**config.mk**
```make
export PLATFORM = sky130hd
export DESIGN_NAME = sync_frame_deadzone_scaler_flat
export DESIGN_NICKNAME = d
export VERILOG_FILES = /design/src/rtl/sfds_pkg.sv /design/src/rtl/sfds_ifs.sv /design/src/rtl/sync_frame_deadzone_scaler.sv /design/src/flat_wrapper.sv
export VERILOG_INCLUDE_DIRS = /design/src /design/src/rtl
export SDC_FILE = /design/constraint.sdc
export NUM_CORES = 1
export LEC_CHECK = 0
export BUFFER_PORTS_ARGS = -buffer_cell sky130_fd_sc_hd__buf_4
export CORE_MARGIN = 4
export CORE_UTILIZATION = 60
export CTS_CLUSTER_DIAMETER = 150
export DETAILED_ROUTE_END_ITERATION = 6
export GPL_TIMING_DRIVEN = 0
export PLACE_DENSITY = 0.83
export SYNTH_ARGS = -nofsm -noshare
export SYNTH_HDL_FRONTEND = slang
export SYNTH_SLANG_ARGS = --single-unit
```
**constraint.sdc**
```tcl
create_clock -name i_clk -period 11.1 [get_ports i_clk]
set_input_delay 2.22 -clock i_clk [delete_from_list [all_inputs] [get_ports i_clk]]
set_output_delay 2.22 -clock i_clk [all_outputs]
set_load 0.01 [all_outputs]
```
**src/rtl/sync_frame_deadzone_scaler_macros.svh**
```systemverilog
// Assertion macros shared by the RTL of the sync-framed dead-zone scaler.
// Depends on nothing; included by the files that carry assertions.
`ifndef SYNC_FRAME_DEADZONE_SCALER_MACROS_SVH
`define SYNC_FRAME_DEADZONE_SCALER_MACROS_SVH

`ifndef SYNTHESIS
`define SFDS_ASSERT_NOW(label, clk, rst_n, ante, cons) \
    label: assert property (@(posedge clk) disable iff (!(rst_n)) (ante) |-> (cons)) \
        else $error("assertion failed");
`define SFDS_ASSERT_NEXT(label, clk, rst_n, ante, cons) \
    label: assert property (@(posedge clk) disable iff (!(rst_n)) (ante) |=> (cons)) \
        else $error("assertion failed");
`else
`define SFDS_ASSERT_NOW(label, clk, rst_n, ante, cons)
`define SFDS_ASSERT_NEXT(label, clk, rst_n, ante, cons)
`endif

`endif

```
**src/rtl/sfds_pkg.sv**
```systemverilog
// Types and constants of the sync-framed dead-zone scaler.
// Depends on nothing; used by the channel interfaces and the top level.
package sfds_pkg;

    localparam int BYTE_W  = 8;
    localparam int SLOT_W  = 5;
    localparam int DZ_W    = 7;
    localparam int SCALE_W = 7;
    localparam int DIVD_W  = 13;
    localparam int DIV_STEPS = DIVD_W;
    localparam int STEP_W  = $clog2(DIV_STEPS);

    localparam logic [BYTE_W-1:0]  SYNC_BYTE  = 8'd255;
    localparam logic [BYTE_W-1:0]  CENTRE     = 8'd127;
    localparam logic [SCALE_W-1:0] HALF_SCALE = 7'd50;
    localparam logic [SLOT_W-1:0]  LAST_SLOT  = 5'd19;

    typedef logic [BYTE_W-1:0]  t_byte;
    typedef logic [SLOT_W-1:0]  t_slot;
    typedef logic [SCALE_W-1:0] t_scaled;

    typedef enum logic [1:0] {
        ST_IDLE,
        ST_DIV,
        ST_HOLD
    } t_state;

endpackage

```
**src/rtl/sfds_ifs.sv**
```systemverilog
// Valid/ready channel interfaces for received bytes and for scaled results.
// Depends on sfds_pkg.
interface sfds_rx_if;
    import sfds_pkg::*;

    logic  valid;
    logic  ready;
    t_byte rx_byte;

    modport source (output valid, output rx_byte, input ready);
    modport sink (input valid, input rx_byte, output ready);
endinterface

interface sfds_res_if;
    import sfds_pkg::*;

    logic    valid;
    logic    ready;
    t_slot   slot;
    t_byte   raw_value;
    logic    pressed;
    t_scaled scaled;
    logic    frame_done;

    modport source (output valid, output slot, output raw_value, output pressed,
                    output scaled, output frame_done, input ready);
    modport sink (input valid, input slot, input raw_value, input pressed,
                  input scaled, input frame_done, output ready);
endinterface

```
**src/rtl/sync_frame_deadzone_scaler.sv**
```systemverilog
// Sync-framed byte receiver that scales each payload byte to 0..100 with a dead zone.
// Depends on sfds_pkg, sfds_ifs and sync_frame_deadzone_scaler_macros.svh.
//
// A byte of 255 starts a frame when idle and aborts it inside a frame; sync bytes and
// bytes outside a frame are taken without leaving idle and give no result. A payload
// byte is taken in and its numerator formed, then goes through 13 iterations of a
// restoring divider that produces one quotient bit per cycle, and then its result is
// loaded into the output register. A result waiting in the output register does not
// hold up the acceptance of the next byte, but the load of that byte's result waits
// until the earlier result has been transferred. The dead-zone register may be written
// only while no byte is in work.
module sync_frame_deadzone_scaler (
    input  logic                          i_clk,
    input  logic                          i_rst_n,
    input  logic                          i_cfg_wr_en,
    input  logic [sfds_pkg::DZ_W-1:0]     i_cfg_wr_data,
    sfds_rx_if.sink                       i_rx,
    sfds_res_if.source                    o_res
);
    import sfds_pkg::*;

`include "sync_frame_deadzone_scaler_macros.svh"

    t_state                r_state, n_state;
    logic [DZ_W-1:0]       r_deadzone;
    logic                  r_in_frame;
    t_slot                 r_slot_cnt;

    t_slot                 r_slot;
    t_byte                 r_raw;
    logic                  r_done;
    logic                  r_band;
    logic                  r_upper;
    logic                  r_zero_den;
    logic [DZ_W-1:0]       r_den;
    logic [DZ_W-1:0]       r_part;
    logic [DIVD_W-1:0]     r_quo;
    logic [STEP_W-1:0]     r_step;

    logic                  r_out_valid;
    t_slot                 r_out_slot;
    t_byte                 r_out_raw;
    logic                  r_out_pressed;
    t_scaled               r_out_scaled;
    logic                  r_out_done;

    logic                  w_acc;
    logic                  w_payload;
    logic                  w_below;
    logic [BYTE_W:0]       w_upper_edge;
    logic [DZ_W-1:0]       w_span;
    logic                  w_band;
    logic [DZ_W-1:0]       w_num;
    logic [DIVD_W-1:0]     w_dividend;
    logic [DZ_W:0]         w_trial;
    logic                  w_ge;
    logic [DZ_W:0]         w_diff;
    logic                  w_last_step;
    logic                  w_load_out;
    t_scaled               w_quot;
    t_scaled               w_scaled;

    assign w_acc     = i_rx.valid && i_rx.ready;
    assign w_payload = r_in_frame && (i_rx.rx_byte != SYNC_BYTE);

    assign w_span       = DZ_W'(CENTRE - {1'b0, r_deadzone});
    assign w_below      = i_rx.rx_byte < CENTRE;
    assign w_upper_edge = {1'b0, CENTRE} + (BYTE_W + 1)'(r_deadzone);
    assign w_band       = w_below ? (i_rx.rx_byte > {1'b0, w_span})
                                  : ({1'b0, i_rx.rx_byte} < w_upper_edge);
    assign w_num        = w_below ? DZ_W'(i_rx.rx_byte)
                                  : DZ_W'(i_rx.rx_byte - CENTRE - {1'b0, r_deadzone});
    assign w_dividend   = {1'b0, w_num, 5'b0} + {2'b0, w_num, 4'b0}
                        + {5'b0, w_num, 1'b0};

    assign w_trial     = {r_part, r_quo[DIVD_W-1]};
    assign w_ge        = w_trial >= {1'b0, r_den};
    assign w_diff      = w_trial - {1'b0, r_den};
    assign w_last_step = r_step == STEP_W'(DIV_STEPS - 1);

    assign w_quot   = r_zero_den ? '0 : r_quo[SCALE_W-1:0];
    assign w_scaled = r_band ? HALF_SCALE : (w_quot + (r_upper ? HALF_SCALE : '0));

    assign w_load_out = (r_state == ST_HOLD) && (!r_out_valid || o_res.ready);

    always_comb begin
        n_state = r_state;
        unique case (r_state)
            ST_IDLE: begin
                if (w_acc && w_payload) begin
                    n_state = ST_DIV;
                end
            end
            ST_DIV: begin
                if (w_last_step) begin
                    n_state = ST_HOLD;
                end
            end
            ST_HOLD: begin
                if (w_load_out) begin
                    n_state = ST_IDLE;
                end
            end
            default: n_state = ST_IDLE;
        endcase
    end

    always_ff @(posedge i_clk) begin
        if (!i_rst_n) begin
            r_state     <= ST_IDLE;
            r_deadzone  <= DZ_W'(6);
            r_in_frame  <= 1'b0;
            r_slot_cnt  <= '0;
            r_step      <= '0;
            r_out_valid <= 1'b0;
        end else begin
            r_state <= n_state;
            if (i_cfg_wr_en) begin
                r_deadzone <= i_cfg_wr_data;
            end
            if (w_acc) begin
                if (!r_in_frame) begin
                    if (i_rx.rx_byte == SYNC_BYTE) begin
                        r_in_frame <= 1'b1;
                        r_slot_cnt <= '0;
                    end
                end else if (i_rx.rx_byte == SYNC_BYTE || r_slot_cnt == LAST_SLOT) begin
                    r_in_frame <= 1'b0;
                    r_slot_cnt <= '0;
                end else begin
                    r_slot_cnt <= r_slot_cnt + SLOT_W'(1);
                end
            end
            if (r_state == ST_DIV) begin
                r_step <= w_last_step ? '0 : r_step + STEP_W'(1);
            end
            if (w_load_out) begin
                r_out_valid <= 1'b1;
            end else if (o_res.ready) begin
                r_out_valid <= 1'b0;
            end
        end
    end

    always_ff @(posedge i_clk) begin
        if (w_acc && w_payload) begin
            r_slot     <= r_slot_cnt;
            r_raw      <= i_rx.rx_byte;
            r_done     <= r_slot_cnt == LAST_SLOT;
            r_band     <= w_band;
            r_upper    <= !w_below;
            r_zero_den <= w_span == '0;
            r_den      <= w_span;
            r_part     <= '0;
            r_quo      <= w_dividend;
        end else if (r_state == ST_DIV) begin
            r_part <= w_ge ? w_diff[DZ_W-1:0] : w_trial[DZ_W-1:0];
            r_quo  <= {r_quo[DIVD_W-2:0], w_ge};
        end
        if (w_load_out) begin
            r_out_slot    <= r_slot;
            r_out_raw     <= r_raw;
            r_out_pressed <= r_raw == '0;
            r_out_scaled  <= w_scaled;
            r_out_done    <= r_done;
        end
    end

    assign i_rx.ready       = r_state == ST_IDLE;
    assign o_res.valid      = r_out_valid;
    assign o_res.slot       = r_out_slot;
    assign o_res.raw_value  = r_out_raw;
    assign o_res.pressed    = r_out_pressed;
    assign o_res.scaled     = r_out_scaled;
    assign o_res.frame_done = r_out_done;

    `SFDS_ASSERT_NEXT(a_payload_starts_div, i_clk, i_rst_n, w_acc && w_payload, r_state == ST_DIV)
    `SFDS_ASSERT_NOW(a_scaled_range, i_clk, i_rst_n, o_res.valid, o_res.scaled <= 7'd100)
    `SFDS_ASSERT_NOW(a_done_on_last, i_clk, i_rst_n, o_res.valid, o_res.frame_done == (o_res.slot == LAST_SLOT))
    `SFDS_ASSERT_NOW(a_pressed_zero, i_clk, i_rst_n, o_res.valid, o_res.pressed == (o_res.raw_value == 8'd0))

endmodule
```
**src/flat_wrapper.sv**
```systemverilog
// flat-port wrapper written by rule: the top's interface ports become plain ports
module sync_frame_deadzone_scaler_flat import sfds_pkg::*;
  (i_clk, i_rst_n, i_cfg_wr_en, i_cfg_wr_data, i_rx_valid, i_rx_rx_byte, i_rx_ready, o_res_valid, o_res_slot, o_res_raw_value, o_res_pressed, o_res_scaled, o_res_frame_done, o_res_ready);
  sfds_rx_if i_rx_i ();
  sfds_res_if o_res_i ();
  input  logic i_clk;
  input  logic i_rst_n;
  input  logic i_cfg_wr_en;
  input  logic [sfds_pkg::DZ_W-1:0] i_cfg_wr_data;
  input wire logic [$bits(i_rx_i.valid)-1:0] i_rx_valid;
  input wire logic [$bits(i_rx_i.rx_byte)-1:0] i_rx_rx_byte;
  output wire logic [$bits(i_rx_i.ready)-1:0] i_rx_ready;
  output wire logic [$bits(o_res_i.valid)-1:0] o_res_valid;
  output wire logic [$bits(o_res_i.slot)-1:0] o_res_slot;
  output wire logic [$bits(o_res_i.raw_value)-1:0] o_res_raw_value;
  output wire logic [$bits(o_res_i.pressed)-1:0] o_res_pressed;
  output wire logic [$bits(o_res_i.scaled)-1:0] o_res_scaled;
  output wire logic [$bits(o_res_i.frame_done)-1:0] o_res_frame_done;
  input wire logic [$bits(o_res_i.ready)-1:0] o_res_ready;
  assign i_rx_i.valid = i_rx_valid;
  assign i_rx_i.rx_byte = i_rx_rx_byte;
  assign i_rx_ready = i_rx_i.ready;
  assign o_res_valid = o_res_i.valid;
  assign o_res_slot = o_res_i.slot;
  assign o_res_raw_value = o_res_i.raw_value;
  assign o_res_pressed = o_res_i.pressed;
  assign o_res_scaled = o_res_i.scaled;
  assign o_res_frame_done = o_res_i.frame_done;
  assign o_res_i.ready = o_res_ready;
  sync_frame_deadzone_scaler u_core (.i_clk(i_clk), .i_rst_n(i_rst_n), .i_cfg_wr_en(i_cfg_wr_en), .i_cfg_wr_data(i_cfg_wr_data), .i_rx(i_rx_i), .o_res(o_res_i));
endmodule
```
==> results.sh <==
export IMPL_status="finished clean"
export IMPL_drive_above_1_share_pct=15.6
export IMPL_r2r_end="u_core.r_quo[12]"
export IMPL_fmax_mhz=169
export IMPL_dp_hpwl_um=7650
export IMPL_cts_path_max_buffers=2
export IMPL_drt_pass1_iter_count=5
export IMPL_async_reset_ff_share_pct=0
export IMPL_ys_types=59
export IMPL_final_nets=587
export IMPL_grt_max_degree=30
export IMPL_period_needed_ps=5910
export IMPL_rows=32
export IMPL_finalHoldViolCount=0
export IMPL_grtUsageTotal_pct=21.5
export IMPL_hold_buffers=0
export IMPL_cts_resized=0
export IMPL_initial_core_util_pct=62.9
export IMPL_dp_cells=600
export IMPL_core_area_um2=7850
export IMPL_regToRegSetupSlack_ps=6760
export IMPL_synth_cell_area_um2=4940
export IMPL_cp_arrival_ps=6010
export IMPL_areaGrowthSynthToFinish_pct=12.9
export IMPL_skew_ps=16.2
export IMPL_clkTransAtPathRegs_ps=90
export IMPL_synth_seq_cells=86
export IMPL_report_final_slew_viol_count=0
export IMPL_grt_pass1_wl_um=17000
export IMPL_worstPathRequired_ps=11200
export IMPL_drv_cap=0
export IMPL_gp_congestion=0.902
export IMPL_grt_pass1_vias=3655
export IMPL_tightest_slew_ps=1070
export IMPL_synth_ff_type="edfxtp_1"
export IMPL_die_y_um=98.7
export IMPL_cts_root_buf="clkbuf_8"
export IMPL_htreeDepth=3
export IMPL_avgSynthCellArea_um2=10.9
export IMPL_insertion_delay_ps=360
export IMPL_io_pins=44
export IMPL_setup_viol=0
export IMPL_p_leak_nw=2.31
export IMPL_wire_per_inst_um=16.5
export IMPL_ir_worst_vdd_mv=0.108
export IMPL_seq_area_frac_synth_pct=46.8
export IMPL_dieArea_um2=9750
export IMPL_power_mw=0.742
export IMPL_worst_path_max_fanout=6
export IMPL_timing_rr_start="u_core.r_deadzone[2]"
export IMPL_rsz0062_at_grt="false"
export IMPL_setup_tns_final_ps=0
export IMPL_fin_cells=616
export IMPL_grt_remaining_overflow=0
export IMPL_cts_sinks=86
export IMPL_syn_inst=455
export IMPL_crit_start="i_rx_rx_byte[1]"
export IMPL_worstSetupEndpointType="flop"
export IMPL_antenna_found_initial=0
export IMPL_relSlewSlack_pct=28.6
export IMPL_synth_edf_count=59
export IMPL_ant_nets=0
export IMPL_worst_setup_path_start_kind="input port"
export IMPL_ys_warn_count=0
export IMPL_power_density_nw_per_um2=133
export IMPL_design_area_um2=5580
export IMPL_cts_buffers=9
export IMPL_path_class="in -> reg"
export IMPL_final_cell_mix="edfxtp_1, ha_1, buf_4"
export IMPL_die_w_um=98.7
export IMPL_postPlaceCellArea_um2=5400
export IMPL_rr_worst_depth=15
export IMPL_drc=0
export IMPL_cts_tree="done"
export IMPL_endpoint="u_core.r_quo[11]"
export IMPL_numPortBuffers=42
export IMPL_syn_nets=533
export IMPL_timing_final_crit_share_pct=53.3
export IMPL_hold_class="reg -> reg"
export IMPL_diodes=0
export IMPL_via_per_inst=5.86
export IMPL_vias=3612
export IMPL_final_common_cell="edfxtp_1"
export IMPL_drt_iter0_markers=231
export IMPL_cts_setup_buffers=0
export IMPL_totalWireLength_um=10200
==> where the power goes <==
part           leakage [nW]  total, mW  switching, mW  internal, mW
registers             0.753      0.351        0.00605         0.345
clock network        0.0866      0.201          0.117        0.0835
logic                  1.47      0.190          0.103        0.0872
==> critical path: stages <==
cell,delay [ps]
buf_4,110
inv_1,40
ha_1,300
inv_1,80
ha_1,190
inv_1,70
fa_1,420
inv_1,70
a21o_1,130
a21oi_1,80
xnor2_1,140
mux2_2,330
fa_1,540
fa_1,490
a211oi_1,260
o21bai_1,110
a21oi_1,190
xor2_1,150
o21ai_0,80
==> how the worst min path moves through the flow <==
stage	from	end	slack [ps]	cells past startpoint
floorplan	u_core.r_done	u_core.o_res.frame_done	400	0
global placement	u_core.r_slot[0]	u_core.o_res.slot[0]	400	0
detailed placement	u_core.r_slot[4]	u_core.o_res.slot[4]	400	0
CTS	u_core.r_slot[2]	u_core.o_res.slot[2]	430	0
global route	u_core.r_slot[4]	u_core.o_res.slot[4]	430	0
finish	u_core.r_slot[2]	u_core.o_res.slot[2]	420	0
==> metal layers <==
metal / wire [µm] / up-vias / global-route usage [%]
met5: 0 / - / 0
met4: 175 / 0 / 7.35
met3: 492 / 17 / 3.89
met2: 5370 / 116 / 39.1
met1: 4110 / 1728 / 25.6
li1: - / 1751 / -
==> kinds of logic after synthesis <==
| group | after synthesis | share of synthesized area [%] |
|---|---|---|
| buffers and inverters | 41 | 3.34 |
| adders and majority gates | 58 | 15.6 |
| AOI/OAI and AO/OA | 93 | 12.2 |
| DFF | 86 | 46.8 |
| xor gates and xnor gates | 22 | 3.90 |
| and+or+nand+nor | 140 | 14.8 |
| muxes | 15 | 3.29 |
==> sequential cells by signal (all words and copies together), names as in the netlist, 4 cells and up <==
signal and flops:
u_core.o_res.raw_value 8, u_core.o_res.scaled 7, u_core.r_step 4, u_core.r_slot 5, u_core.r_quo 13, u_core.r_den 7
u_core.o_res.slot 5, u_core.r_raw 8, u_core.r_part 7, u_core.r_deadzone 7, u_core.r_slot_cnt 5
==> stage by stage <==
step / setup WS (ps) / hold slack (ps) / utilization, %
6_report: 5190 / 424 / 71.1
3_5_place_dp: 4810 / 405 / 68.8
4_1_cts: 5190 / 427 / 71.1
3_3_place_gp: 4930 / 402 / 68.6
2_1_floorplan: 5270 / 400 / -
5_1_grt: 4970 / 429 / 71.1
==> cells in the mapped netlist (all sizes together), types with 3 or more instances <==
cell / instances / area, µm²
nand4: 4 / 25.0
dfxtp: 27 / 541
nand3: 14 / 70.1
a31oi: 3 / 18.8
a21oi: 19 / 95.1
nor3: 6 / 41.3
nand2b: 9 / 56.3
ha: 52 / 651
clkbuf: 5 / 18.8
inv: 32 / 120
buf: 4 / 26.3
nor2b: 17 / 106
mux2i: 11 / 110
a21o: 5 / 37.5
a21boi: 4 / 30.0
nor3b: 3 / 27.5
o211ai: 8 / 60.1
a211oi: 9 / 77.6
xnor2: 12 / 105
o21bai: 3 / 22.5
nor2: 31 / 116
edfxtp: 59 / 1770
fa: 6 / 120
mux2: 4 / 52.6
nand2: 36 / 138
xor2: 10 / 87.6
and2: 4 / 25.0
o21ai: 29 / 145
==> area by class of cell <==
class / instances / area (µm²)
Inverter: 32 / 120
Buffer: 9 / 45.0
Clock buffer: 9 / 124
Tap cell: 102 / 128
Multi-Input combinational cell: 328 / 2460
Timing Repair Buffer: 43 / 330
Fill cell: 554 / 2270
Clock inverter: 7 / 55.1
Sequential cell: 86 / 2310
No activity file was read; power rests on OpenSTA's default activity.
